**src/rtl/acls_pkg.sv**
```systemverilog
// Shared types and constants of the ADC conversion list sequencer.
`default_nettype none

package acls_pkg;

    localparam int SLOTS_DEF       = 8;
    localparam int TAG_BITS_DEF    = 8;
    localparam int SAMPLE_BITS_DEF = 10;
    localparam int CHAN_BITS       = 3;

    typedef enum logic {
        FUNC_REQUEST = 1'b0,
        FUNC_DONE    = 1'b1
    } t_func;

    typedef struct packed {
        logic deliver_valid;
        logic start_conversion;
        logic converter_on;
        logic request_accepted;
    } t_flags;

endpackage

`default_nettype wire

```
**src/rtl/acls_if.sv**
```systemverilog
// Channel interfaces for request and result transactions.
`default_nettype none

interface acls_req_if
    import acls_pkg::*;
#(
    parameter int TAG_BITS    = TAG_BITS_DEF,
    parameter int SAMPLE_BITS = SAMPLE_BITS_DEF
);
    logic                   valid;
    logic                   ready;
    t_func                  func;
    logic [CHAN_BITS-1:0]   channel;
    logic [TAG_BITS-1:0]    dest_tag;
    logic [SAMPLE_BITS-1:0] sample;

    modport source (output valid, func, channel, dest_tag, sample, input ready);
    modport sink   (input valid, func, channel, dest_tag, sample, output ready);
endinterface

interface acls_res_if
    import acls_pkg::*;
#(
    parameter int SLOTS       = SLOTS_DEF,
    parameter int TAG_BITS    = TAG_BITS_DEF,
    parameter int SAMPLE_BITS = SAMPLE_BITS_DEF
);
    localparam int ACT_W = $clog2(SLOTS + 1);

    logic                   valid;
    logic                   ready;
    logic                   deliver_valid;
    logic [TAG_BITS-1:0]    deliver_tag;
    logic [SAMPLE_BITS-1:0] deliver_value;
    logic                   start_conversion;
    logic [CHAN_BITS-1:0]   mux_select;
    logic                   converter_on;
    logic                   request_accepted;
    logic [ACT_W-1:0]       active_slot;

    modport source (
        output valid, deliver_valid, deliver_tag, deliver_value, start_conversion,
               mux_select, converter_on, request_accepted, active_slot,
        input  ready
    );
    modport sink (
        input  valid, deliver_valid, deliver_tag, deliver_value, start_conversion,
               mux_select, converter_on, request_accepted, active_slot,
        output ready
    );
endinterface

`default_nettype wire

```
**src/rtl/adc_conversion_list_sequencer_unit.sv**
```systemverilog
// Top level of the ADC conversion list sequencer.
// Each accepted transaction, a channel request or a conversion-done sample, yields
// exactly one result transaction. A transaction is captured in an input register,
// the slot list is updated in one pass of logic, and the result is captured in a
// result register that holds it until it is taken. One transaction is taken every
// cycle as long as results are taken. The list holds SLOTS entries; a request while
// idle restarts the list at slot zero and launches its conversion, and the active
// slot reads SLOTS while idle.
`default_nettype none

module adc_conversion_list_sequencer_unit
    import acls_pkg::*;
#(
    parameter int SLOTS       = SLOTS_DEF,
    parameter int TAG_BITS    = TAG_BITS_DEF,
    parameter int SAMPLE_BITS = SAMPLE_BITS_DEF
) (
    input  wire         i_clk,
    input  wire         i_rst_n,
    acls_req_if.sink    i_req,
    acls_res_if.source  o_res
);

    localparam int ACT_W = $clog2(SLOTS + 1);

    logic                   w_in_valid;
    t_func                  w_func;
    logic [CHAN_BITS-1:0]   w_channel;
    logic [TAG_BITS-1:0]    w_tag;
    logic [SAMPLE_BITS-1:0] w_sample;
    logic                   w_out_free;
    logic                   w_advance;
    t_flags                 w_flags;
    logic [TAG_BITS-1:0]    w_deliver_tag;
    logic [SAMPLE_BITS-1:0] w_deliver_value;
    logic [CHAN_BITS-1:0]   w_mux_select;
    logic [ACT_W-1:0]       w_active_slot;

    assign w_advance = w_in_valid && w_out_free;

    acls_in_reg #(
        .TAG_BITS    (TAG_BITS),
        .SAMPLE_BITS (SAMPLE_BITS)
    ) u_in_reg (
        .i_clk     (i_clk),
        .i_rst_n   (i_rst_n),
        .i_req     (i_req),
        .i_advance (w_advance),
        .o_valid   (w_in_valid),
        .o_func    (w_func),
        .o_channel (w_channel),
        .o_tag     (w_tag),
        .o_sample  (w_sample)
    );

    acls_list #(
        .SLOTS       (SLOTS),
        .TAG_BITS    (TAG_BITS),
        .SAMPLE_BITS (SAMPLE_BITS),
        .ACT_W       (ACT_W)
    ) u_list (
        .i_clk           (i_clk),
        .i_rst_n         (i_rst_n),
        .i_fire          (w_advance),
        .i_func          (w_func),
        .i_channel       (w_channel),
        .i_tag           (w_tag),
        .i_sample        (w_sample),
        .o_flags         (w_flags),
        .o_deliver_tag   (w_deliver_tag),
        .o_deliver_value (w_deliver_value),
        .o_mux_select    (w_mux_select),
        .o_active_slot   (w_active_slot)
    );

    acls_out_reg #(
        .SLOTS       (SLOTS),
        .TAG_BITS    (TAG_BITS),
        .SAMPLE_BITS (SAMPLE_BITS),
        .ACT_W       (ACT_W)
    ) u_out_reg (
        .i_clk           (i_clk),
        .i_rst_n         (i_rst_n),
        .i_load          (w_advance),
        .i_flags         (w_flags),
        .i_deliver_tag   (w_deliver_tag),
        .i_deliver_value (w_deliver_value),
        .i_mux_select    (w_mux_select),
        .i_active_slot   (w_active_slot),
        .o_free          (w_out_free),
        .o_res           (o_res)
    );

endmodule

`default_nettype wire

```
**src/rtl/acls_in_reg.sv**
```systemverilog
// Input register that captures one request or conversion-done transaction.
`default_nettype none

module acls_in_reg
    import acls_pkg::*;
#(
    parameter int TAG_BITS    = TAG_BITS_DEF,
    parameter int SAMPLE_BITS = SAMPLE_BITS_DEF
) (
    input  wire                    i_clk,
    input  wire                    i_rst_n,
    acls_req_if.sink               i_req,
    input  wire                    i_advance,
    output logic                   o_valid,
    output t_func                  o_func,
    output logic [CHAN_BITS-1:0]   o_channel,
    output logic [TAG_BITS-1:0]    o_tag,
    output logic [SAMPLE_BITS-1:0] o_sample
);

    logic                   r_valid;
    t_func                  r_func;
    logic [CHAN_BITS-1:0]   r_channel;
    logic [TAG_BITS-1:0]    r_tag;
    logic [SAMPLE_BITS-1:0] r_sample;
    logic                   w_ready;

    assign w_ready     = !r_valid || i_advance;
    assign i_req.ready = w_ready;

    always_ff @(posedge i_clk) begin
        if (!i_rst_n) begin
            r_valid <= 1'b0;
        end else if (w_ready) begin
            r_valid <= i_req.valid;
        end
    end

    always_ff @(posedge i_clk) begin
        if (w_ready && i_req.valid) begin
            r_func    <= i_req.func;
            r_channel <= i_req.channel;
            r_tag     <= i_req.dest_tag;
            r_sample  <= i_req.sample;
        end
    end

    assign o_valid   = r_valid;
    assign o_func    = r_func;
    assign o_channel = r_channel;
    assign o_tag     = r_tag;
    assign o_sample  = r_sample;

endmodule

`default_nettype wire

```
**src/rtl/acls_list.sv**
```systemverilog
// Slot list state and the single-pass update for one transaction.
`default_nettype none

module acls_list
    import acls_pkg::*;
#(
    parameter int SLOTS       = SLOTS_DEF,
    parameter int TAG_BITS    = TAG_BITS_DEF,
    parameter int SAMPLE_BITS = SAMPLE_BITS_DEF,
    parameter int ACT_W       = $clog2(SLOTS + 1)
) (
    input  wire                    i_clk,
    input  wire                    i_rst_n,
    input  wire                    i_fire,
    input  t_func                  i_func,
    input  wire [CHAN_BITS-1:0]    i_channel,
    input  wire [TAG_BITS-1:0]     i_tag,
    input  wire [SAMPLE_BITS-1:0]  i_sample,
    output t_flags                 o_flags,
    output logic [TAG_BITS-1:0]    o_deliver_tag,
    output logic [SAMPLE_BITS-1:0] o_deliver_value,
    output logic [CHAN_BITS-1:0]   o_mux_select,
    output logic [ACT_W-1:0]       o_active_slot
);

    localparam int              SLOT_AW = (SLOTS > 1) ? $clog2(SLOTS) : 1;
    localparam logic [ACT_W-1:0] IDLE   = ACT_W'(SLOTS);

    logic [CHAN_BITS-1:0] r_slot_input  [SLOTS];
    logic [TAG_BITS-1:0]  r_slot_target [SLOTS];
    logic [ACT_W-1:0]     r_fill;
    logic [ACT_W-1:0]     r_active;
    logic [ACT_W-1:0]     n_fill;
    logic [ACT_W-1:0]     n_active;

    logic                 w_busy;
    logic [ACT_W-1:0]     w_base;
    logic [ACT_W-1:0]     w_next;
    logic                 w_wr_en;

    assign w_busy = (r_active != IDLE);
    assign w_base = w_busy ? r_fill : '0;
    assign w_next = r_active + ACT_W'(1);

    always_comb begin
        o_flags         = '0;
        o_deliver_tag   = '0;
        o_deliver_value = '0;
        o_mux_select    = '0;
        n_fill          = r_fill;
        n_active        = r_active;
        w_wr_en         = 1'b0;
        case (i_func)
            FUNC_REQUEST: begin
                if (w_base < ACT_W'(SLOTS)) begin
                    w_wr_en                  = 1'b1;
                    n_fill                   = w_base + ACT_W'(1);
                    o_flags.request_accepted = 1'b1;
                    if (!w_busy) begin
                        n_active                 = '0;
                        o_flags.start_conversion = 1'b1;
                        o_mux_select             = i_channel;
                    end
                end
            end
            FUNC_DONE: begin
                if (w_busy) begin
                    o_flags.deliver_valid = 1'b1;
                    o_deliver_tag         = r_slot_target[r_active[SLOT_AW-1:0]];
                    o_deliver_value       = i_sample;
                    if (w_next < r_fill) begin
                        n_active                 = w_next;
                        o_flags.start_conversion = 1'b1;
                        o_mux_select             = r_slot_input[w_next[SLOT_AW-1:0]];
                    end else begin
                        n_active = IDLE;
                    end
                end
            end
            default: begin
                n_active = r_active;
            end
        endcase
        o_flags.converter_on = (n_active != IDLE);
        o_active_slot        = n_active;
    end

    always_ff @(posedge i_clk) begin
        if (!i_rst_n) begin
            r_fill   <= '0;
            r_active <= IDLE;
        end else if (i_fire) begin
            r_fill   <= n_fill;
            r_active <= n_active;
        end
    end

    always_ff @(posedge i_clk) begin
        if (i_fire && w_wr_en) begin
            r_slot_input[w_base[SLOT_AW-1:0]]  <= i_channel;
            r_slot_target[w_base[SLOT_AW-1:0]] <= i_tag;
        end
    end

`ifndef SYNTHESIS
    a_fill_bound: assert property (@(posedge i_clk) disable iff (!i_rst_n)
        r_fill <= ACT_W'(SLOTS))
        else $error("Fill index ran past the end of the list.");

    a_active_filled: assert property (@(posedge i_clk) disable iff (!i_rst_n)
        w_busy |-> (r_active < r_fill))
        else $error("Active slot lies beyond the filled part of the list.");

    a_idle_start: assert property (@(posedge i_clk) disable iff (!i_rst_n)
        (i_fire && i_func == FUNC_REQUEST && !w_busy) |=>
            (r_active == '0 && r_fill == ACT_W'(1)))
        else $error("A request while idle did not restart the list at slot zero.");

    a_done_idle: assert property (@(posedge i_clk) disable iff (!i_rst_n)
        (i_fire && i_func == FUNC_DONE && !w_busy) |=>
            (r_active == IDLE && $stable(r_fill)))
        else $error("A conversion-done transaction while idle changed the list.");
`endif

endmodule

`default_nettype wire

```
**src/rtl/acls_out_reg.sv**
```systemverilog
// Result register that holds one result transaction until it is taken.
`default_nettype none

module acls_out_reg
    import acls_pkg::*;
#(
    parameter int SLOTS       = SLOTS_DEF,
    parameter int TAG_BITS    = TAG_BITS_DEF,
    parameter int SAMPLE_BITS = SAMPLE_BITS_DEF,
    parameter int ACT_W       = $clog2(SLOTS + 1)
) (
    input  wire                   i_clk,
    input  wire                   i_rst_n,
    input  wire                   i_load,
    input  t_flags                i_flags,
    input  wire [TAG_BITS-1:0]    i_deliver_tag,
    input  wire [SAMPLE_BITS-1:0] i_deliver_value,
    input  wire [CHAN_BITS-1:0]   i_mux_select,
    input  wire [ACT_W-1:0]       i_active_slot,
    output logic                  o_free,
    acls_res_if.source            o_res
);

    logic                   r_valid;
    t_flags                 r_flags;
    logic [TAG_BITS-1:0]    r_deliver_tag;
    logic [SAMPLE_BITS-1:0] r_deliver_value;
    logic [CHAN_BITS-1:0]   r_mux_select;
    logic [ACT_W-1:0]       r_active_slot;

    assign o_free = !r_valid || o_res.ready;

    always_ff @(posedge i_clk) begin
        if (!i_rst_n) begin
            r_valid <= 1'b0;
        end else if (i_load) begin
            r_valid <= 1'b1;
        end else if (o_res.ready) begin
            r_valid <= 1'b0;
        end
    end

    always_ff @(posedge i_clk) begin
        if (i_load) begin
            r_flags         <= i_flags;
            r_deliver_tag   <= i_deliver_tag;
            r_deliver_value <= i_deliver_value;
            r_mux_select    <= i_mux_select;
            r_active_slot   <= i_active_slot;
        end
    end

    assign o_res.valid            = r_valid;
    assign o_res.deliver_valid    = r_flags.deliver_valid;
    assign o_res.deliver_tag      = r_deliver_tag;
    assign o_res.deliver_value    = r_deliver_value;
    assign o_res.start_conversion = r_flags.start_conversion;
    assign o_res.mux_select       = r_mux_select;
    assign o_res.converter_on     = r_flags.converter_on;
    assign o_res.request_accepted = r_flags.request_accepted;
    assign o_res.active_slot      = r_active_slot;

endmodule

`default_nettype wire

```
**src/flat_wrapper.sv**
```systemverilog
// flat-port wrapper written by rule: the top's interface ports become plain ports
module adc_conversion_list_sequencer_unit_flat import acls_pkg::*;
#(
    parameter int SLOTS       = SLOTS_DEF,
    parameter int TAG_BITS    = TAG_BITS_DEF,
    parameter int SAMPLE_BITS = SAMPLE_BITS_DEF
)
  (i_clk, i_rst_n, i_req_valid, i_req_func, i_req_channel, i_req_dest_tag, i_req_sample, i_req_ready, o_res_valid, o_res_deliver_valid, o_res_deliver_tag, o_res_deliver_value, o_res_start_conversion, o_res_mux_select, o_res_converter_on, o_res_request_accepted, o_res_active_slot, o_res_ready);
  acls_req_if #(.TAG_BITS(TAG_BITS), .SAMPLE_BITS(SAMPLE_BITS)) i_req_i ();
  acls_res_if #(.SLOTS(SLOTS), .TAG_BITS(TAG_BITS), .SAMPLE_BITS(SAMPLE_BITS)) o_res_i ();
  input  wire i_clk;
  input  wire i_rst_n;
  input wire logic [$bits(i_req_i.valid)-1:0] i_req_valid;
  input wire logic [$bits(i_req_i.func)-1:0] i_req_func;
  input wire logic [$bits(i_req_i.channel)-1:0] i_req_channel;
  input wire logic [$bits(i_req_i.dest_tag)-1:0] i_req_dest_tag;
  input wire logic [$bits(i_req_i.sample)-1:0] i_req_sample;
  output wire logic [$bits(i_req_i.ready)-1:0] i_req_ready;
  output wire logic [$bits(o_res_i.valid)-1:0] o_res_valid;
  output wire logic [$bits(o_res_i.deliver_valid)-1:0] o_res_deliver_valid;
  output wire logic [$bits(o_res_i.deliver_tag)-1:0] o_res_deliver_tag;
  output wire logic [$bits(o_res_i.deliver_value)-1:0] o_res_deliver_value;
  output wire logic [$bits(o_res_i.start_conversion)-1:0] o_res_start_conversion;
  output wire logic [$bits(o_res_i.mux_select)-1:0] o_res_mux_select;
  output wire logic [$bits(o_res_i.converter_on)-1:0] o_res_converter_on;
  output wire logic [$bits(o_res_i.request_accepted)-1:0] o_res_request_accepted;
  output wire logic [$bits(o_res_i.active_slot)-1:0] o_res_active_slot;
  input wire logic [$bits(o_res_i.ready)-1:0] o_res_ready;
  assign i_req_i.valid = i_req_valid;
  assign i_req_i.func = i_req_func;
  assign i_req_i.channel = i_req_channel;
  assign i_req_i.dest_tag = i_req_dest_tag;
  assign i_req_i.sample = i_req_sample;
  assign i_req_ready = i_req_i.ready;
  assign o_res_valid = o_res_i.valid;
  assign o_res_deliver_valid = o_res_i.deliver_valid;
  assign o_res_deliver_tag = o_res_i.deliver_tag;
  assign o_res_deliver_value = o_res_i.deliver_value;
  assign o_res_start_conversion = o_res_i.start_conversion;
  assign o_res_mux_select = o_res_i.mux_select;
  assign o_res_converter_on = o_res_i.converter_on;
  assign o_res_request_accepted = o_res_i.request_accepted;
  assign o_res_active_slot = o_res_i.active_slot;
  assign o_res_i.ready = o_res_ready;
  adc_conversion_list_sequencer_unit #(.SLOTS(SLOTS), .TAG_BITS(TAG_BITS), .SAMPLE_BITS(SAMPLE_BITS)) u_core (.i_clk(i_clk), .i_rst_n(i_rst_n), .i_req(i_req_i), .o_res(o_res_i));
endmodule
```
**config.mk**
```make
export PLATFORM = sky130hd
export DESIGN_NAME = adc_conversion_list_sequencer_unit_flat
export DESIGN_NICKNAME = d
export VERILOG_FILES = /design/src/rtl/acls_pkg.sv /design/src/rtl/acls_if.sv /design/src/rtl/adc_conversion_list_sequencer_unit.sv /design/src/rtl/acls_in_reg.sv /design/src/rtl/acls_list.sv /design/src/rtl/acls_out_reg.sv /design/src/flat_wrapper.sv
export SDC_FILE = /design/constraint.sdc
export NUM_CORES = 1
export LEC_CHECK = 0
export BUFFER_PORTS_ARGS = -buffer_cell sky130_fd_sc_hd__buf_2
export CORE_MARGIN = 3
export CORE_UTILIZATION = 45
export CTS_CLUSTER_DIAMETER = 60
export CTS_CLUSTER_SIZE = 20
export DETAILED_ROUTE_END_ITERATION = 10
export PLACE_DENSITY_LB_ADDON = 0.2
export SETUP_SLACK_MARGIN = 0.05
export SLEW_MARGIN = 25
export SYNTH_ARGS = -nofsm -noshare
export SYNTH_HDL_FRONTEND = slang
export SYNTH_SLANG_ARGS = --single-unit
```
**constraint.sdc**
```tcl
create_clock -name i_clk -period 3.95 [get_ports i_clk]
set_input_delay 1.185 -clock i_clk [delete_from_list [all_inputs] [get_ports i_clk]]
set_output_delay 1.185 -clock i_clk [all_outputs]
set_load 0.03 [all_outputs]
```
==> metrics.txt, run 1 <==
status=complete, no violations; parity-gate share of the synthesized area counting xor and xnor cells=0.456%; synthesis-to-layout area growth=19.1%; die extent in y=119 µm; Total Negative Setup Slacks=0 ns; effective utilization at floorplan=47.0%; Worst R2R End=u_core.u_out_reg.o_res.converter_on; critical path fanouts, max=5; Data required, critical path=2.76 ns; minimum period implied by the final worst setup slack=3.23 ns; layout net count=421; Clock Sink Count=149; power density cells=515 nW/µm²; root buf cell=sky130_fd_sc_hd__clkbuf_16; global-route wire length before repair=17.0 mm; Worst IR Drop VDD=280 µV; FF+latch count, synth=149; # hold bufs at CTS=0; routed len/inst=19.0 µm; Clock Path Buffers=2; Simple-Gate Fraction of Synth Area=5.97%; count of buffers added by post-CTS timing repair for setup=0; CTS tree=yes; classification of the worst-slack hold path=register to register; via density per instance=5.23; final design area excluding fillers=6870 µm²; die width=119 µm; adder and majority gate portion of the synthesized area=1.30%; area fraction in compound gates after synthesis=3.76%; number of nets in the synthesized netlist=347; via count of the routed design=2972; Top Ports=57; Crit. End Element=output pin; GRT Residual Overflow=0; worst-case headroom to the max-slew limit=44.3%; area of the core=12300 µm²; dominant combinational cell family by area after synthesis=multiplexers; port bufs=56; FMAX=309 MHz; number of gates resized after CTS=0; max-slew violation count=0; RSZ-0062 raised after global routing=no; area post-placement=6300 µm²; Reg2Reg Launch Point=u_core.u_list.r_active[2]; Leak Pwr=2.44 nW; Warnings, synthesis=0; arrival time worst endpoint=2.05 ns; clock slew at reported path FFs=0.06 ns; final wirelength=10.8 mm; Final Hold Fails=0; antenna violations before repair=0; Antenna Diode Count=0; clock network latency to the later pin of the worst-skew pair=0.41 ns; post-synthesis cell count=315; layout cell share with drive strength beyond 1=32.5%; WHS Path Cells=1; total number of placement rows=40; final HPWL from detailed placement=6.81 mm; crit share post-route=81.9%; Maximum Capacitance Violations=0; final setup violation count=0; largest net degree at the start of global routing=29; number of optimization iterations in the first detailed-route pass=4; r2r worst-path depth=7; all-layer global routing usage=16.3%; H-tree lvl count=4; fraction of synthesized area in multiplexers=10.5%; number of distinct library cell variants in the gate-level netlist after synthesis=42; post-synthesis cell area=5760 µm²; DR DRC count=0; worst clock skew=0.00563 ns; placer congestion estimate=0.795; overall die area=14200 µm²; Avg Synthesized Cell Area=18.3 µm²; DR iter-0 viols=164; startpoint kind of the worst setup timing path=input pin; Hold Path End=u_core.u_out_reg.o_res.valid; measured slew at the worst slew-check pin=0.835 ns; residual antenna-violating net count after detailed routing=0; hold path start=u_core.u_in_reg.o_valid; vias in the first global route=3052; flop-to-flop setup slack=0.85 ns; type of the worst setup path=input pin to output pin; sequential area share after synthesis=75.9%; number of CTS-inserted buffers=17
-- synthesized netlist by cell type --
cell / number / area (µm²)
sky130_fd_sc_hd__a2111oi_4: 1 / 27.5
sky130_fd_sc_hd__a21boi_0: 1 / 7.51
sky130_fd_sc_hd__a21o_1: 1 / 7.51
sky130_fd_sc_hd__a21oi_1: 6 / 30.0
sky130_fd_sc_hd__a221o_1: 1 / 10.0
sky130_fd_sc_hd__a22oi_1: 2 / 15.0
sky130_fd_sc_hd__a31o_2: 1 / 8.76
sky130_fd_sc_hd__a32oi_1: 1 / 8.76
sky130_fd_sc_hd__and2_1: 2 / 12.5
sky130_fd_sc_hd__and3_1: 11 / 68.8
sky130_fd_sc_hd__and3b_1: 1 / 8.76
sky130_fd_sc_hd__buf_1: 1 / 3.75
sky130_fd_sc_hd__buf_2: 3 / 15.0
sky130_fd_sc_hd__buf_4: 1 / 7.51
sky130_fd_sc_hd__buf_6: 1 / 11.3
sky130_fd_sc_hd__clkbuf_1: 9 / 33.8
sky130_fd_sc_hd__clkbuf_2: 1 / 5.00
sky130_fd_sc_hd__dfxtp_1: 10 / 200
sky130_fd_sc_hd__edfxtp_1: 139 / 4170
sky130_fd_sc_hd__ha_1: 6 / 75.1
sky130_fd_sc_hd__inv_1: 12 / 45.0
sky130_fd_sc_hd__mux2i_1: 11 / 110
sky130_fd_sc_hd__mux4_2: 22 / 495
sky130_fd_sc_hd__nand2_1: 14 / 52.6
sky130_fd_sc_hd__nand2_2: 2 / 12.5
sky130_fd_sc_hd__nand2b_1: 1 / 6.26
sky130_fd_sc_hd__nand3_1: 5 / 25.0
sky130_fd_sc_hd__nand3b_1: 1 / 7.51
sky130_fd_sc_hd__nand3b_4: 1 / 20.0
sky130_fd_sc_hd__nand4_1: 2 / 12.5
sky130_fd_sc_hd__nor2_1: 16 / 60.1
sky130_fd_sc_hd__nor2b_1: 3 / 18.8
sky130_fd_sc_hd__nor3_1: 5 / 25.0
sky130_fd_sc_hd__nor3b_1: 1 / 7.51
sky130_fd_sc_hd__nor4_1: 1 / 6.26
sky130_fd_sc_hd__o211a_1: 2 / 20.0
sky130_fd_sc_hd__o211ai_1: 2 / 15.0
sky130_fd_sc_hd__o21a_1: 2 / 15.0
sky130_fd_sc_hd__o21ai_0: 9 / 45.0
sky130_fd_sc_hd__o22ai_1: 1 / 6.26
sky130_fd_sc_hd__xnor2_1: 2 / 17.5
sky130_fd_sc_hd__xor2_1: 1 / 8.76
-- power breakdown --
part / internal (mW) / switching (mW) / total (mW)
clock: 0.923 / 0.606 / 1.53
sequential: 1.77 / 0.0242 / 1.79
combinational: 0.0806 / 0.133 / 0.214
total: 2.77 / 0.764 / 3.54
-- through the flow --
step | std cells | power, mW | utilization, % | hold slack [ns] | setup slack, ns
global route | 568 | 3.66 | 56.0 | 0.580 | 0.619
floorplan | 315 | 1.98 | - | 0.484 | 0.508
detailed placement | 538 | 2.04 | 51.4 | 0.527 | 0.706
CTS | 568 | 3.57 | 56.0 | 0.544 | 0.694
finish | 568 | 3.54 | 56.0 | 0.543 | 0.716
global placement | 538 | 2.04 | 51.4 | 0.500 | 0.754
-- cell type report --
type / count / area [µm²]
multi-input cells: 138 / 1280
clock buffers: 18 / 429
clock inverters: 12 / 133
flip-flops and latches: 149 / 4370
fillers: 946 / 5400
inverters: 12 / 45.0
repair buffers: 71 / 393
well taps: 168 / 210
-- critical path, stage by stage --
cell	delay, ns
sky130_fd_sc_hd__buf_2	0.09
sky130_fd_sc_hd__nor2b_1	0.45
sky130_fd_sc_hd__nand2_1	0.12
sky130_fd_sc_hd__buf_2	0.20
-- sequential cells by signal, indices dropped and copies added (netlist names), 3 cells and up --
| register | cells |
|---|---|
| u_core.u_out_reg.o_res.deliver_value | 10 |
| u_core.u_out_reg.o_res.deliver_tag | 8 |
| u_core.u_in_reg.o_sample | 10 |
| u_core.u_out_reg.o_res.mux_select | 3 |
| u_core.u_list.r_slot_target | 64 |
| u_core.u_list.r_fill | 4 |
| u_core.u_list.r_active | 4 |
| u_core.u_out_reg.o_res.active_slot | 4 |
| u_core.u_in_reg.o_tag | 8 |
| u_core.u_list.r_slot_input | 24 |
| u_core.u_in_reg.o_channel | 3 |
-- cells by family (layout without fill, tap and decap cells) --
| logic type | after synthesis | after routing |
|---|---|---|
| AOI/OAI and AO/OA | 30 | 30 |
| xor gates and xnor gates | 3 | 3 |
| adders and majority gates | 6 | 6 |
| buffers and inverters | 28 | 113 |
| DFF | 149 | 149 |
| muxes | 33 | 33 |
| and+or+nand+nor | 66 | 66 |
-- placed cells by master, fill, tap and decap left out, types with 2 or more instances in the layout --
cell                         synthesis  routed
sky130_fd_sc_hd__edfxtp_1          139     139
sky130_fd_sc_hd__buf_2               3      56
sky130_fd_sc_hd__mux4_2             22      22
sky130_fd_sc_hd__clkbuf_16           0      17
sky130_fd_sc_hd__nor2_1             16      15
sky130_fd_sc_hd__buf_4               1      15
sky130_fd_sc_hd__nand2_1            14      14
sky130_fd_sc_hd__inv_1              12      12
sky130_fd_sc_hd__and3_1             11      11
sky130_fd_sc_hd__mux2i_1            11      11
sky130_fd_sc_hd__dfxtp_1            10      10
sky130_fd_sc_hd__o21ai_0             9       9
sky130_fd_sc_hd__a21oi_1             6       6
sky130_fd_sc_hd__ha_1                6       6
sky130_fd_sc_hd__nand3_1             5       5
sky130_fd_sc_hd__nor3_1              5       5
sky130_fd_sc_hd__nor2b_1             3       3
sky130_fd_sc_hd__clkinv_2            0       3
sky130_fd_sc_hd__clkinvlp_4          0       3
sky130_fd_sc_hd__nand2_2             2       2
sky130_fd_sc_hd__xnor2_1             2       2
sky130_fd_sc_hd__a22oi_1             2       2
sky130_fd_sc_hd__nand4_1             2       2
sky130_fd_sc_hd__o21a_1              2       2
sky130_fd_sc_hd__o211ai_1            2       2
sky130_fd_sc_hd__o211a_1             2       2
sky130_fd_sc_hd__bufinv_16           0       2
sky130_fd_sc_hd__clkinv_4            0       2
sky130_fd_sc_hd__inv_6               0       2
-- per-layer routing --
layer	GRT usage, %	wire length (µm)
met3	5.18	546
met1	21.7	4760
met5	0	0
met2	25.5	5380
met4	5.72	133
-- how the worst max path moves through the flow --
stage,slack (ns),end,cells after the start,startpoint
6_report,0.72,i_req_ready,4,o_res_ready
5_1_grt,0.62,i_req_ready,4,o_res_ready
4_1_cts,0.69,i_req_ready,4,o_res_ready
3_5_place_dp,0.71,i_req_ready,4,o_res_ready
3_3_place_gp,0.75,i_req_ready,4,o_res_ready
2_1_floorplan,0.51,u_core.u_list.r_slot_input[4][0],4,o_res_ready
No activity file was read; power rests on OpenSTA's default activity.
==> inputs of run 2 (changes only) <==
Settings changed: ABC_AREA set to 1.
Clock period 3.95 ns to 2.9 ns, I/O delays scaled along.
==> metrics.txt, run 2 <==
final core utilization=54.6%; number of CTS-inserted buffers=17; FMAX=447 MHz; crit share post-route=77.2%; commonest cells after routing, fill and taps aside=sky130_fd_sc_hd__edfxtp_1, sky130_fd_sc_hd__nor2_1, sky130_fd_sc_hd__nand2_1, sky130_fd_sc_hd__buf_2, sky130_fd_sc_hd__o21ai_0; Maximum Capacitance Violations=0; die width=120 µm; critical path fanouts, max=9; Avg Synthesized Cell Area=12.4 µm²; Top Ports=57; most common library cells after synthesis=sky130_fd_sc_hd__edfxtp_1, sky130_fd_sc_hd__nor2_1, sky130_fd_sc_hd__nand2_1, sky130_fd_sc_hd__o21ai_0, sky130_fd_sc_hd__inv_1; Synth async-reset ratio=0%; Clock Path Buffers=2; layout cell share with drive strength beyond 1=18.4%; fraction of post-synthesis cell area in the top cell type by area=71.2%; global-route wire length before repair=18.2 mm; Top cell by count, worst path=sky130_fd_sc_hd__nand2_1; area leader, netlist=sky130_fd_sc_hd__edfxtp_1; DR DRC count=0; via count of the routed design=3654; residual antenna-violating net count after detailed routing=0; Final Hold Fails=0; DR iter-0 viols=220; cell breakdown of the critical path=clkinv_1 > ha_1 > ha_1 > nand2_1 > nand2_1 > nand2_1 > nand2_1 > nor2_1 > nand2_1 > nand2_1; largest cells by area after synthesis=sky130_fd_sc_hd__edfxtp_1, sky130_fd_sc_hd__nor2_1, sky130_fd_sc_hd__nand2_1, sky130_fd_sc_hd__o21ai_0, sky130_fd_sc_hd__dfxtp_1; leading cell type in the layout, fill and taps excluded=sky130_fd_sc_hd__edfxtp_1; worst clock skew=0.0175 ns; clock network latency to the later pin of the worst-skew pair=0.43 ns; number of gates resized after CTS=0; final setup violation count=0; classification of the worst-slack hold path=register to register; Hold Slack=0.505 ns; number of nets in the synthesized netlist=504; Crit path max-delay family=adder cells; number of distinct library cell variants in the gate-level netlist after synthesis=23; slowest cell delay on critical path=0.52 ns; count of buffers added by post-CTS timing repair for setup=0; final design area excluding fillers=6910 µm²; Data required, critical path=3.19 ns; cell with the most instances after synthesis=sky130_fd_sc_hd__edfxtp_1; Leak Pwr=2.66 nW; Antenna Diode Count=0; FF+latch count, synth=149; synthesis-to-layout area growth=17.9%; effective utilization at floorplan=46.3%; area of the core=12700 µm²; startpoint kind of the worst setup timing path=register; slowest stage cell, crit path=sky130_fd_sc_hd__ha_1; H-tree lvl count=4; via density per instance=5.00; Clock Sink Count=149; final HPWL from detailed placement=7.46 mm; Total Negative Setup Slacks=0 ns; sequential area share after synthesis=74.6%; arrival time worst endpoint=2.53 ns; final wirelength=11.5 mm; count of flip-flops with a built-in enable after synthesis=139; Warnings, synthesis=0; CP Buf/Inv Count=1; status=complete, no violations; layout net count=578; Crit. End Element=register; main flop type after synthesis=sky130_fd_sc_hd__edfxtp_1; measured slew at the worst slew-check pin=0.469 ns; clock slew at reported path FFs=0.05 ns; post-synthesis cell count=472; number of optimization iterations in the first detailed-route pass=5; minimum period implied by the final worst setup slack=2.24 ns; power density cells=694 nW/µm²; placer congestion estimate=0.913; root buf cell=sky130_fd_sc_hd__clkbuf_16; max-slew violation count=0; post-synthesis cell area=5860 µm²; vias in the first global route=3407; overall die area=14400 µm²; antenna violations before repair=0; largest net degree at the start of global routing=46; RSZ-0062 raised after global routing=no; all-layer global routing usage=17.1%; number of flip-flops under the largest register name=64; CTS tree=yes; Fillers=1070; area post-placement=6390 µm²; port bufs=56; flip-flop and latch area=4370 µm²; Worst IR Drop VDD=350 µV; die extent in y=120 µm; area of combinational cells with multiple inputs=1270 µm²; GRT Residual Overflow=0; worst-case headroom to the max-slew limit=68.7%; total number of placement rows=41; routed len/inst=15.8 µm; type of the worst setup path=register to register; # hold bufs at CTS=0
run 2: cell types whose count changed after synthesis, sizes merged, moves of 3 or more:
cell	delta
nand3	+27
mux2i	-11
o21ai	+43
nor2	+66
nand2	+57
clkbuf	-7
buf	+6
o22ai	+7
inv	+26
mux4	-22
nor2b	-3
and3	-11
a21oi	+4
run 2: per-layer routing:
layer	vias to the layer above	wire [µm]	GRT usage [%]
li1	1793	-	-
met1	1747	5190	23.6
met2	103	5490	25.7
met3	11	702	4.71
met4	0	146	7.37
met5	-	0	0
run 2: area by class of cell:
class                           instances  share of cell area [%]
Clock buffer                           22                    6.43
Clock inverter                         10                    1.18
Inverter                               39                    2.12
Multi-Input combinational cell        269                    18.3
Sequential cell                       149                    63.3
Tap cell                              172                    3.11
Timing Repair Buffer                   70                    5.57
run 2: power breakdown:
part / switching [mW] / leakage (nW) / internal, mW / total (mW)
Combinational: 0.264 / 1.04 / 0.110 / 0.374
Sequential: 0.0434 / 1.37 / 2.42 / 2.46
Clock: 0.790 / 0.247 / 1.17 / 1.96
Total: 1.10 / 2.66 / 3.70 / 4.80
run 2: cell families after synthesis:
family                     share of synthesized area (%)
xor gates and xnor gates                           0.299
adders and majority gates                           1.28
buffers and inverters                               3.80
DFF                                                 74.6
AOI/OAI and AO/OA                                   6.15
and+or+nand+nor                                     13.9
run 2: tightest hold or removal path, stage by stage, from the launching register on:
cell and delay [ns]:
sky130_fd_sc_hd__dfxtp_1 0.31, sky130_fd_sc_hd__nand2_1 0.08, sky130_fd_sc_hd__a21oi_1 0.06
run 2: per-stage QoR:
stage | instances | worst slack [ns] | power, mW
after floorplan | 472 | -0.0255 | 2.75
after global placement | 699 | 0.545 | 2.88
after detailed placement | 699 | 0.513 | 2.89
after CTS | 731 | 0.708 | 4.84
after global routing | 731 | 0.496 | 4.97
final | 731 | 0.660 | 4.80
run 2: path summary, 6_finish.rpt:
| path | startpoint | to | slack [ns] | cells after the start |
|---|---|---|---|---|
| hold / removal | u_core.u_out_reg.o_res.valid | u_core.u_out_reg.o_res.valid | 0.51 | 2 |
| setup reg to reg | u_core.u_list.r_active[1] | u_core.u_out_reg.o_res.mux_select[2] | 0.66 | 10 |
| hold reg to reg | u_core.u_out_reg.o_res.valid | u_core.u_out_reg.o_res.valid | 0.51 | 2 |
| setup / recovery | u_core.u_list.r_active[1] | u_core.u_out_reg.o_res.mux_select[2] | 0.66 | 10 |
==> inputs of run 3 (changes only) <==
Clock period 2.9 ns to 1.95 ns, I/O delays scaled along.
==> metrics.txt, run 3 (synthesized netlist as in run 2, its figures left out) <==
status=complete, no violations; Antenna Diode Count=0; vias in the first global route=3648; antenna violations before repair=0; total number of placement rows=41; clock network latency to the later pin of the worst-skew pair=0.42 ns; minimum period implied by the final worst setup slack=1.82 ns; cell breakdown of the critical path=ha_2 > xnor2_2 > inv_2 > ha_1 > nand2_1 > inv_2 > nand2_4 > nand3_2 > nand2_1 > nor2_1 > nand2_1; all-layer global routing usage=17.2%; measured slew at the worst slew-check pin=0.466 ns; area of the core=12700 µm²; area post-placement=6770 µm²; Final Hold Fails=0; critical path fanouts, max=8; port bufs=56; # hold bufs at CTS=0; total instance count after detailed placement=714; die width=120 µm; crit share post-route=93.2%; Hold Slack=0.333 ns; startpoint kind of the worst setup timing path=register; routed len/inst=15.6 µm; GRT Residual Overflow=0; Leak Pwr=2.87 nW; final wirelength=11.7 mm; via count of the routed design=3754; Met3 Routed Length=514 µm; final setup violation count=0; slowest stage cell, crit path=sky130_fd_sc_hd__dfxtp_4; worst clock skew=0.00551 ns; CTS tree=yes; root buf cell=sky130_fd_sc_hd__clkbuf_16; overall die area=14400 µm²; layout net count=594; layout cell share with drive strength beyond 1=27.8%; slowest cell delay on critical path=0.37 ns; DR iter-0 viols=251; Maximum Capacitance Violations=0; commonest cells after routing, fill and taps aside=sky130_fd_sc_hd__edfxtp_1, sky130_fd_sc_hd__nor2_1, sky130_fd_sc_hd__nand2_1, sky130_fd_sc_hd__buf_2, sky130_fd_sc_hd__o21ai_0; clock slew at reported path FFs=0.06 ns; die extent in y=120 µm; residual antenna-violating net count after detailed routing=0; CP Buf/Inv Count=2; met1 layer wirelength in the final routing=5.05 mm; Fillers=963; Worst IR Drop VDD=703 µV; routed length on met2=5.90 mm; top sig layer=met4; Non-Filler Instances=747; H-tree lvl count=4; DR DRC count=0; RSZ-0062 raised after global routing=yes; final HPWL from detailed placement=7.39 mm; global-route wire length before repair=18.4 mm; power density cells=1030 nW/µm²; worst-case headroom to the max-slew limit=68.9%; Total Negative Setup Slacks=0 ns; final design area excluding fillers=7460 µm²; classification of the worst-slack hold path=input pin to register; number of optimization iterations in the first detailed-route pass=4; Clock Path Buffers=2; Crit path max-delay family=adder cells; number of flip-flops under the largest register name=64; effective utilization at floorplan=46.3%; Clock Sink Count=149; max-slew violation count=0; Top cell by count, worst path=sky130_fd_sc_hd__nand2_1; placer congestion estimate=0.831; Crit. End Element=register; via density per instance=5.03; synthesis-to-layout area growth=27.3%; arrival time worst endpoint=1.99 ns; FMAX=550 MHz; type of the worst setup path=register to register; Top Ports=57; leading cell type in the layout, fill and taps excluded=sky130_fd_sc_hd__edfxtp_1; largest net degree at the start of global routing=46; Data required, critical path=2.13 ns; total power consumption of the routed design=7.73 mW; number of CTS-inserted buffers=17
## run 3: area by class of cell
cell class / instances / area, µm² / area share, %
Inverter: 39 / 163 / 2.18
Timing Repair Buffer: 86 / 656 / 8.78
Clock inverter: 15 / 204 / 2.73
Multi-Input combinational cell: 269 / 1420 / 19.0
Clock buffer: 17 / 425 / 5.70
Tap cell: 172 / 215 / 2.88
Sequential cell: 149 / 4390 / 58.8
## run 3: metal layers
| layer | GRT usage [%] | up-vias |
|---|---|---|
| li1 | - | 1832 |
| met1 | 21.5 | 1821 |
| met2 | 28.4 | 80 |
| met3 | 4.34 | 21 |
| met4 | 7.59 | 0 |
| met5 | 0 | - |
## run 3: per-stage QoR
| stage | setup WS [ns] | util, % |
|---|---|---|
| 6_report | 0.133 | 58.9 |
| 5_1_grt | 0.0114 | 58.9 |
| 4_1_cts | 0.0546 | 58.5 |
| 3_5_place_dp | -0.0370 | 53.5 |
| 3_3_place_gp | 0.0330 | 53.5 |
| 2_1_floorplan | 0.0651 | - |
## run 3: worst paths after layout
kind                              from                                   to  slack (ns)  depth (start not counted)
min                   i_req_channel[0]         u_core.u_in_reg.o_channel[0]        0.33                          1
max          u_core.u_list.r_active[0]  u_core.u_out_reg.o_res.converter_on        0.13                         11
min reg2reg    u_core.u_list.r_fill[3]              u_core.u_list.r_fill[3]        0.50                          2
max reg2reg  u_core.u_list.r_active[0]  u_core.u_out_reg.o_res.converter_on        0.13                         11
## run 3: repair_timing
item	CTS	global route
buffers inserted	1	0
endpoints found under the setup margin	36	40
pin swaps	1	2
gates resized for setup	4	15
endpoints found under the hold margin	0	0
gates cloned	0	0
## run 3: report_power, final
part,switching (mW),internal [mW],total (mW)
sequential,0.0589,3.60,3.66
clock,1.28,2.15,3.43
combinational,0.420,0.216,0.636
total,1.76,5.96,7.73
